===== src/hce_pkg.sv =====
// ----------------------------------------------------------------------------
// hce_pkg : shared types and constants of the Hill cipher encrypt core
// Letter and key widths, alphabet constants, register codes and the record
// that moves along the row of result cells.
// ----------------------------------------------------------------------------
`default_nettype none

package hce_pkg;

   localparam int LETTER_W   = 5;
   localparam int KEY_SIZE_W = 3;
   localparam int KEY_ROWS   = 4;
   localparam int KEY_ROW_W  = KEY_ROWS * LETTER_W;
   localparam int CSR_ADDR_W = 5;
   localparam int CSR_DATA_W = 32;

   localparam int ALPHABET = 26;
   localparam int PROD_MAX = (2 ** LETTER_W - 1) * (2 ** LETTER_W - 1);

   localparam logic [LETTER_W-1:0] PAD_LETTER = 5'd23;

   localparam logic [2:0] REG_KEY_SIZE  = 3'd0;
   localparam logic [2:0] REG_KEY_ROW_0 = 3'd1;
   localparam logic [2:0] REG_KEY_ROW_1 = 3'd2;
   localparam logic [2:0] REG_KEY_ROW_2 = 3'd3;
   localparam logic [2:0] REG_KEY_ROW_3 = 3'd4;

   typedef logic [LETTER_W-1:0] hce_letter_type;

   typedef struct packed {
      logic           valid;
      hce_letter_type letter;
      logic           last;
   } hce_slot_type;

   typedef struct packed {
      logic load;
      logic shift;
   } hce_chain_ctrl_type;

endpackage

`default_nettype wire


===== src/hce_row_cell.sv =====
// ----------------------------------------------------------------------------
// hce_row_cell : one key-matrix row of the encrypt core
// Forms the row-times-block sum, reduces it modulo 26 and holds one result
// slot that takes its neighbour's slot as the row drains.
// ----------------------------------------------------------------------------
`default_nettype none

module hce_row_cell
   import hce_pkg::*;
#(
   parameter int MAX_KEY_SIZE = 4
) (
   input  wire logic                                    clock,
   input  wire logic                                    reset,
   input  wire logic                                    sum_load,
   input  wire logic [MAX_KEY_SIZE-1:0][LETTER_W-1:0]   block_letters,
   input  wire logic [KEY_ROW_W-1:0]                    key_row,
   output hce_letter_type                               cipher,
   input  wire hce_chain_ctrl_type                      chain_ctrl,
   input  wire hce_slot_type                            load_slot,
   input  wire hce_slot_type                            next_slot,
   output hce_slot_type                                 slot
);

   localparam int SUM_W     = $clog2(MAX_KEY_SIZE * PROD_MAX + 1);
   localparam int PROD_W    = 2 * LETTER_W;
   localparam int MOD_STEPS = $clog2(MAX_KEY_SIZE * PROD_MAX / ALPHABET + 1);

   logic [SUM_W-1:0] sum_in;
   logic [SUM_W-1:0] sum_ff;
   hce_slot_type     slot_in;
   hce_slot_type     slot_ff;

   function automatic hce_letter_type mod_alphabet(input logic [SUM_W-1:0] x);
      logic [SUM_W-1:0] r;
      r = x;
      for (int i = MOD_STEPS - 1; i >= 0; i--) begin
         if (r >= SUM_W'(ALPHABET << i)) begin
            r = r - SUM_W'(ALPHABET << i);
         end
      end
      return LETTER_W'(r);
   endfunction

   always_comb begin
      sum_in = '0;
      for (int k = 0; k < MAX_KEY_SIZE; k++) begin
         sum_in = sum_in + SUM_W'(PROD_W'(key_row[k*LETTER_W +: LETTER_W])
                                  * PROD_W'(block_letters[k]));
      end
   end

   always_ff @(posedge clock) begin
      if (sum_load) begin
         sum_ff <= sum_in;
      end
   end

   assign cipher = mod_alphabet(sum_ff);

   always_comb begin
      slot_in = slot_ff;
      if (chain_ctrl.load) begin
         slot_in = load_slot;
      end else if (chain_ctrl.shift) begin
         slot_in = next_slot;
      end
   end

   always_ff @(posedge clock) begin
      if (reset) begin
         slot_ff <= '0;
      end else begin
         slot_ff <= slot_in;
      end
   end

   assign slot = slot_ff;

endmodule

`default_nettype wire


===== src/hill_cipher_encrypt_core.sv =====
// ----------------------------------------------------------------------------
// hill_cipher_encrypt_core : streaming Hill cipher encryptor, modulo 26
// Collects plaintext letters into blocks, multiplies each block by the key
// matrix in a row of cells and drains the cipher letters through the row.
//
//   channel  prefix  direction  moves
//   input    req_    in         one plaintext letter and message end flag
//   result   rsp_    out        one cipher letter and last flag
//   config   csr_    in/out     APB register access, key size and key rows
//
// One letter is taken per cycle when ready; a block passes the full block and
// row sum stages, and the cell row drains one a cycle when rsp_ready is high.
// A padded final block gives up to key_size letters from fewer inputs, so
// input stalls while those drain. Reset is synchronous; no clearing pass.
// ----------------------------------------------------------------------------
`default_nettype none

module hill_cipher_encrypt_core
   import hce_pkg::*;
#(
   parameter int MAX_KEY_SIZE = 4
) (
   input  wire logic                  clock,
   input  wire logic                  reset,
   input  wire logic                  req_valid,
   output logic                       req_ready,
   input  wire logic [LETTER_W-1:0]   req_letter,
   input  wire logic                  req_message_end,
   output logic                       rsp_valid,
   input  wire logic                  rsp_ready,
   output logic [LETTER_W-1:0]        rsp_cipher_letter,
   output logic                       rsp_last,
   input  wire logic                  csr_psel,
   input  wire logic                  csr_penable,
   input  wire logic                  csr_pwrite,
   input  wire logic [CSR_ADDR_W-1:0] csr_paddr,
   input  wire logic [CSR_DATA_W-1:0] csr_pwdata,
   output logic [CSR_DATA_W-1:0]      csr_prdata,
   output logic                       csr_pready
);

   localparam int FILL_W = $clog2(MAX_KEY_SIZE);
   localparam int CNT_W  = $clog2(MAX_KEY_SIZE + 1);

   logic [KEY_SIZE_W-1:0]                  key_size_ff;
   logic [KEY_ROW_W-1:0]                   key_row_ff [KEY_ROWS];
   logic                                   csr_write;
   logic [2:0]                             csr_index;

   hce_letter_type                         buf_ff [MAX_KEY_SIZE];
   logic [FILL_W-1:0]                      fill_ff;
   logic [FILL_W-1:0]                      fill_in;

   logic [CNT_W-1:0]                       ks_eff;
   logic [CNT_W-1:0]                       held;
   logic                                   complete;
   logic                                   accept;

   logic                                   s1_v_ff;
   logic [MAX_KEY_SIZE-1:0][LETTER_W-1:0]  blk_ff;
   logic [MAX_KEY_SIZE-1:0][LETTER_W-1:0]  blk_in;
   logic [CNT_W-1:0]                       s1_real_ff;
   logic [CNT_W-1:0]                       s1_ks_ff;
   logic                                   s1_end_ff;
   logic                                   s1_go;

   logic                                   s2_v_ff;
   logic [CNT_W-1:0]                       s2_real_ff;
   logic [CNT_W-1:0]                       s2_ks_ff;
   logic                                   s2_end_ff;
   logic                                   s2_ready;

   logic                                   chain_free;
   hce_chain_ctrl_type                     chain_ctrl;
   hce_letter_type                         cell_cipher [MAX_KEY_SIZE];
   hce_slot_type                           cell_slot   [MAX_KEY_SIZE];
   hce_slot_type                           load_slot   [MAX_KEY_SIZE];
   logic [MAX_KEY_SIZE-1:0]                kept;

   // register port
   assign csr_pready = 1'b1;
   assign csr_write  = csr_psel && csr_penable && csr_pwrite && csr_pready;
   assign csr_index  = csr_paddr[4:2];

   always_ff @(posedge clock) begin
      if (reset) begin
         key_size_ff <= KEY_SIZE_W'(2);
         for (int r = 0; r < KEY_ROWS; r++) begin
            key_row_ff[r] <= '0;
         end
      end else if (csr_write) begin
         case (csr_index)
            REG_KEY_SIZE:  key_size_ff   <= csr_pwdata[KEY_SIZE_W-1:0];
            REG_KEY_ROW_0: key_row_ff[0] <= csr_pwdata[KEY_ROW_W-1:0];
            REG_KEY_ROW_1: key_row_ff[1] <= csr_pwdata[KEY_ROW_W-1:0];
            REG_KEY_ROW_2: key_row_ff[2] <= csr_pwdata[KEY_ROW_W-1:0];
            REG_KEY_ROW_3: key_row_ff[3] <= csr_pwdata[KEY_ROW_W-1:0];
            default: ;
         endcase
      end
   end

   always_comb begin
      case (csr_index)
         REG_KEY_SIZE:  csr_prdata = CSR_DATA_W'(key_size_ff);
         REG_KEY_ROW_0: csr_prdata = CSR_DATA_W'(key_row_ff[0]);
         REG_KEY_ROW_1: csr_prdata = CSR_DATA_W'(key_row_ff[1]);
         REG_KEY_ROW_2: csr_prdata = CSR_DATA_W'(key_row_ff[2]);
         REG_KEY_ROW_3: csr_prdata = CSR_DATA_W'(key_row_ff[3]);
         default:       csr_prdata = '0;
      endcase
   end

   // block collection
   always_comb begin
      if (key_size_ff == '0) begin
         ks_eff = CNT_W'(1);
      end else if (32'(key_size_ff) > MAX_KEY_SIZE) begin
         ks_eff = CNT_W'(MAX_KEY_SIZE);
      end else begin
         ks_eff = CNT_W'(key_size_ff);
      end
   end

   assign held      = CNT_W'(fill_ff) + CNT_W'(1);
   assign complete  = (held >= ks_eff) || req_message_end;
   assign s2_ready  = !s2_v_ff || chain_free;
   assign s1_go     = s1_v_ff && s2_ready;
   assign req_ready = !s1_v_ff || s2_ready;
   assign accept    = req_valid && req_ready;
   assign fill_in   = complete ? '0 : FILL_W'(held);

   always_ff @(posedge clock) begin
      if (reset) begin
         fill_ff <= '0;
      end else if (accept) begin
         fill_ff <= fill_in;
      end
   end

   always_ff @(posedge clock) begin
      if (accept) begin
         buf_ff[fill_ff] <= req_letter;
      end
   end

   always_comb begin
      for (int k = 0; k < MAX_KEY_SIZE; k++) begin
         if (CNT_W'(k) >= ks_eff) begin
            blk_in[k] = '0;
         end else if (CNT_W'(k) == CNT_W'(fill_ff)) begin
            blk_in[k] = req_letter;
         end else if (CNT_W'(k) < CNT_W'(fill_ff)) begin
            blk_in[k] = buf_ff[k];
         end else begin
            blk_in[k] = PAD_LETTER;
         end
      end
   end

   // full block stage
   always_ff @(posedge clock) begin
      if (reset) begin
         s1_v_ff <= 1'b0;
      end else if (accept && complete) begin
         s1_v_ff <= 1'b1;
      end else if (s1_go) begin
         s1_v_ff <= 1'b0;
      end
   end

   always_ff @(posedge clock) begin
      if (accept && complete) begin
         blk_ff     <= blk_in;
         s1_real_ff <= (held < ks_eff) ? held : ks_eff;
         s1_ks_ff   <= ks_eff;
         s1_end_ff  <= req_message_end;
      end
   end

   // row sum stage
   always_ff @(posedge clock) begin
      if (reset) begin
         s2_v_ff <= 1'b0;
      end else if (s1_go) begin
         s2_v_ff <= 1'b1;
      end else if (chain_ctrl.load) begin
         s2_v_ff <= 1'b0;
      end
   end

   always_ff @(posedge clock) begin
      if (s1_go) begin
         s2_real_ff <= s1_real_ff;
         s2_ks_ff   <= s1_ks_ff;
         s2_end_ff  <= s1_end_ff;
      end
   end

   // drop padded letters from the first pad cipher equal to X
   always_comb begin
      logic stop;
      stop = 1'b0;
      kept = '0;
      for (int j = 0; j < MAX_KEY_SIZE; j++) begin
         if ((CNT_W'(j) < s2_ks_ff) && !stop) begin
            if ((CNT_W'(j) >= s2_real_ff) && (cell_cipher[j] == PAD_LETTER)) begin
               stop = 1'b1;
            end else begin
               kept[j] = 1'b1;
            end
         end
      end
   end

   always_comb begin
      for (int j = 0; j < MAX_KEY_SIZE; j++) begin
         load_slot[j].valid  = kept[j];
         load_slot[j].letter = cell_cipher[j];
         if (j == MAX_KEY_SIZE - 1) begin
            load_slot[j].last = s2_end_ff && kept[j];
         end else begin
            load_slot[j].last = s2_end_ff && kept[j] && !kept[j+1];
         end
      end
   end

   // result row
   assign chain_free       = !cell_slot[1].valid && (!cell_slot[0].valid || rsp_ready);
   assign chain_ctrl.load  = s2_v_ff && chain_free;
   assign chain_ctrl.shift = rsp_valid && rsp_ready;

   for (genvar j = 0; j < MAX_KEY_SIZE; j++) begin : g_cell
      hce_slot_type next_slot;

      if (j == MAX_KEY_SIZE - 1) begin : g_tail
         assign next_slot = '0;
      end else begin : g_body
         assign next_slot = cell_slot[j+1];
      end

      hce_row_cell #(
         .MAX_KEY_SIZE (MAX_KEY_SIZE)
      ) u_cell (
         .clock         (clock),
         .reset         (reset),
         .sum_load      (s1_go),
         .block_letters (blk_ff),
         .key_row       (key_row_ff[j]),
         .cipher        (cell_cipher[j]),
         .chain_ctrl    (chain_ctrl),
         .load_slot     (load_slot[j]),
         .next_slot     (next_slot),
         .slot          (cell_slot[j])
      );
   end

   assign rsp_valid         = cell_slot[0].valid;
   assign rsp_cipher_letter = cell_slot[0].letter;
   assign rsp_last          = cell_slot[0].last;

`ifndef SYNTHESIS
   a_row_prefix : assert property (@(posedge clock) disable iff (reset)
      cell_slot[1].valid |-> cell_slot[0].valid)
      else $error("result row holds a gap at its head");

   a_load_offers : assert property (@(posedge clock) disable iff (reset)
      chain_ctrl.load |=> rsp_valid)
      else $error("loaded block offers no result");

   a_letter_range : assert property (@(posedge clock) disable iff (reset)
      rsp_valid |-> (rsp_cipher_letter < LETTER_W'(ALPHABET)))
      else $error("cipher letter outside the alphabet");

   a_block_no_overrun : assert property (@(posedge clock) disable iff (reset)
      (accept && complete) |-> (!s1_v_ff || s1_go))
      else $error("full block overwrites a waiting block");

   a_load_needs_room : assert property (@(posedge clock) disable iff (reset)
      chain_ctrl.load |-> (!cell_slot[0].valid || chain_ctrl.shift))
      else $error("block loaded over an untaken result");
`endif

endmodule

`default_nettype wire

===== config.mk =====
export PLATFORM = sky130hd
export DESIGN_NAME = hill_cipher_encrypt_core
export DESIGN_NICKNAME = d
export VERILOG_FILES = /design/src/hce_pkg.sv /design/src/hce_row_cell.sv /design/src/hill_cipher_encrypt_core.sv
export SDC_FILE = /design/constraint.sdc
export NUM_CORES = 2
export LEC_CHECK = 0
export BUFFER_PORTS_ARGS = -buffer_cell sky130_fd_sc_hd__buf_2
export CAP_MARGIN = 30
export CORE_MARGIN = 2
export CORE_UTILIZATION = 30
export DETAILED_ROUTE_END_ITERATION = 7
export SYNTH_ARGS = -nofsm -noshare
export SYNTH_HDL_FRONTEND = slang
export SYNTH_SLANG_ARGS = --single-unit

===== constraint.sdc =====
create_clock -name clock -period 11.1 [get_ports clock]
set_input_delay 1.665 -clock clock [delete_from_list [all_inputs] [get_ports clock]]
set_output_delay 1.665 -clock clock [all_outputs]
set_load 0.05 [all_outputs]

==> impl_metrics.tcl <==
set metrics [dict create \
    dpl.hpwl_um 63800 \
    fin_crit_sh_pct 93.1 \
    worst-r2r-cell-count 49 \
    cts_buffers 28 \
    grt_max_degree 48 \
    fin_skew_ns 0.0245 \
    path_class "reg2reg" \
    synth-compound-area-share_pct 17.1 \
    first_pass_iters 7 \
    routed_wl_um 80300 \
    grt_first_pass_wirelength_um 130000 \
    cp_slowest_cell "edfxtp_1" \
    vias 25022 \
    postCtsSetupBuffers 0 \
    cp.required_ns 11.59 \
    die_w_um 327 \
    syn_to_final_growth_pct 9.18 \
    fp.dieH_um 327 \
    io_pins 91 \
    hold_viol_final 0 \
    final-seq-area_um2 6020 \
    yosys_warnings 0 \
    drc 0 \
    cpPeakStageDelay_ns 0.48 \
    setup_viol 0 \
    synth_edf_count 177 \
    fin_area_um2 34100 \
    grt_usage_pct 14.8 \
    synth_ff_type "edfxtp_1" \
    wire_per_inst_um 16.4 \
    nets 4138 \
    fillerInstances 10803 \
    setup_tns_ns 0 \
    start_kind "flip-flop" \
    yosys.area_share.simple_pct 19.8 \
    drtIter0Drc 1532 \
    slew_headroom_pct 29.5 \
    synth-adder-area-share_pct 31.0 \
    core_um2 103000 \
    async_flop_share_pct 0 \
    routed_via_density 5.12 \
    maxCapViolations 0 \
    synth-xor-area-share_pct 3.36 \
    num_rows 118 \
    status "finished, final reports clean" \
    min_path_cells 0 \
    portBuffers 63 \
    hold_ws_ns 0.420 \
    die-area_um2 107000 \
    multiInputGateArea_um2 23000 \
    ys_seq_area_share_pct 19.3 \
    synth_top_family_by_area "adder cells" \
    synth_cell_type_count 112 \
    synth-seq-cells 212 \
    start_util_pct 30.2 \
    netlist_area_um2 31200 \
    rsz0062_at_grt "no" \
    crit_fanout 8 \
    clock_path_buffers 3 \
    antenna_found_initial 12 \
    cts_tree "yes" \
    htreeDepth 1 \
    setup.worst_path.end_class "flip-flop" \
    path_clk_slew_ns 0.06 \
    drive_above_1_share_pct 7.04 \
    worst-r2r-setup-slack_ns 0.77 \
    synth.area.mux_share_pct 2.00 \
    ant_nets 0 \
    drv_slew 0 \
    cp.arrival_ns 10.82 \
    gp_congestion 0.861 \
    cpMostUsedCell "ha_1" \
    final_util_pct 33.0 \
    insertion_delay_ns 0.59 \
    overflow 0 \
    clock-root-buffer "clkbuf_16" \
    tightestPinTransition_ns 1.05 \
    grt_pass1_vias 24434 \
    min_period_ns 10.33 \
    syn_inst 3493 \
    hold_class "reg2reg" \
    syn_area_per_cell_um2 8.94 \
    max_freq_mhz 96.8 \
    placed_area_um2 33000 \
    clock-sinks 212 \
]
metal layers:
metal  vias up  global-route usage (%)  routed length [um]
met3        98                    2.47                5010
li1      12138                       -                   -
met2       605                    24.0               35900
met5         -                       0                  46
met1     12173                    21.0               38100
met4         8                    2.56                1250
cells in the final DEF, fill, tap and decap left out, types with 25 or more instances in the layout:
cell and instances:
inv_1 454, and2_1 370, ha_1 312, nand2_1 304, fa_1 288, edfxtp_1 177, nor2_1 149, a21oi_1 146
o21ai_0 91, xnor2_1 91, nand3_1 65, buf_2 63, nor3_1 61, mux2i_1 44, dfxtp_1 35, buf_4 35
a21o_1 32, o21bai_1 30, a211oi_1 29, o22ai_1 28, and3_1 28, clkbuf_16 28, nand2b_1 26, a311oi_1 26
xor2_1 25, a31oi_1 25
layout make-up:
| class | count | area share (%) |
|---|---|---|
| multi-input cells | 2686 | 67.4 |
| diodes | 1 | 0.00734 |
| inverters | 455 | 5.01 |
| well taps | 1380 | 5.06 |
| flip-flops and latches | 212 | 17.6 |
| clock inverters | 24 | 0.668 |
| clock buffers | 28 | 2.05 |
| repair buffers | 105 | 2.16 |
cell usage after synthesis, types with 16 or more instances:
cell type	instances	share of area, %
a221o_1	21	0.67
a21oi_1	147	2.4
and2_1	371	7.4
xnor2_1	93	2.6
nor2_1	150	1.8
a211o_1	18	0.50
nand3_1	65	1.0
o22ai_1	28	0.56
nor3_1	62	0.99
a311oi_1	26	0.73
buf_2	16	0.26
edfxtp_1	177	17
fa_1	288	18
clkbuf_1	114	1.4
nand2_1	304	3.7
a21o_1	32	0.77
nand4_1	17	0.34
o21bai_1	30	0.72
ha_1	312	12
o21ai_0	91	1.5
inv_1	454	5.5
o211ai_1	24	0.58
o21a_1	20	0.48
mux2i_1	45	1.4
a211oi_1	30	0.72
and3_1	28	0.56
xor2_1	25	0.70
a22o_1	21	0.59
or3_1	24	0.48
dfxtp_1	35	2.2
a31oi_1	25	0.50
nand2b_1	26	0.52
cells by family after synthesis:
kind of cell / after synthesis
buf+inv: 606
xor+xnor: 119
simple gates: 1162
compound gates: 732
mux: 60
fa+ha+maj: 600
other cells: 2
flops: 212
critical path: cells and delay by family, from the launching register on:
kind | cells | cell delay (ns)
adder cells (fa/ha/maj) | 8 | 1.73
AO/OA/AOI/OAI | 11 | 2.68
AND/OR/NAND/NOR | 16 | 3.05
buffers and inverters | 5 | 0.59
XOR/XNOR | 7 | 1.43
flip-flops | 1 | 0.48
multiplexers | 2 | 0.27
final timing paths:
check	to	startpoint
hold reg to reg	s2_real_ff[0]	s1_real_ff[0]
setup reg to reg	g_cell[2].u_cell.slot[0]	g_cell[3].u_cell.sum_ff[9]
hold / removal	s2_real_ff[0]	s1_real_ff[0]
setup / recovery	g_cell[2].u_cell.slot[0]	g_cell[3].u_cell.sum_ff[9]
registers in the layout, summed over array words and instances, names as in the netlist, 3 cells and up:
signal	count
key_row_ff	80
g_cell.u_cell.slot	28
s1_ks_ff	3
buf_ff	15
blk_ff	20
s1_real_ff	3
s2_real_ff	3
key_size_ff	3
g_cell.u_cell.sum_ff	48
s2_ks_ff	3
repair_timing:
action | 4_1_cts | 5_1_grt
hold buffers | 0 | 0
resized for setup | 0 | 9
endpoints found under the setup margin | 0 | 11
metrics by stage:
| stage | setup WS (ns) | cells |
|---|---|---|
| final | 0.767 | 4891 |
| after detailed placement | 0.552 | 4834 |
| after CTS | 0.510 | 4886 |
| after global placement | 0.614 | 4831 |
| after floorplan | 1.44 | 3504 |
| after global routing | 0.0305 | 4890 |
Power is not shown: default switching activity piles up to over one toggle a cycle in this logic, so the estimate is an artifact.
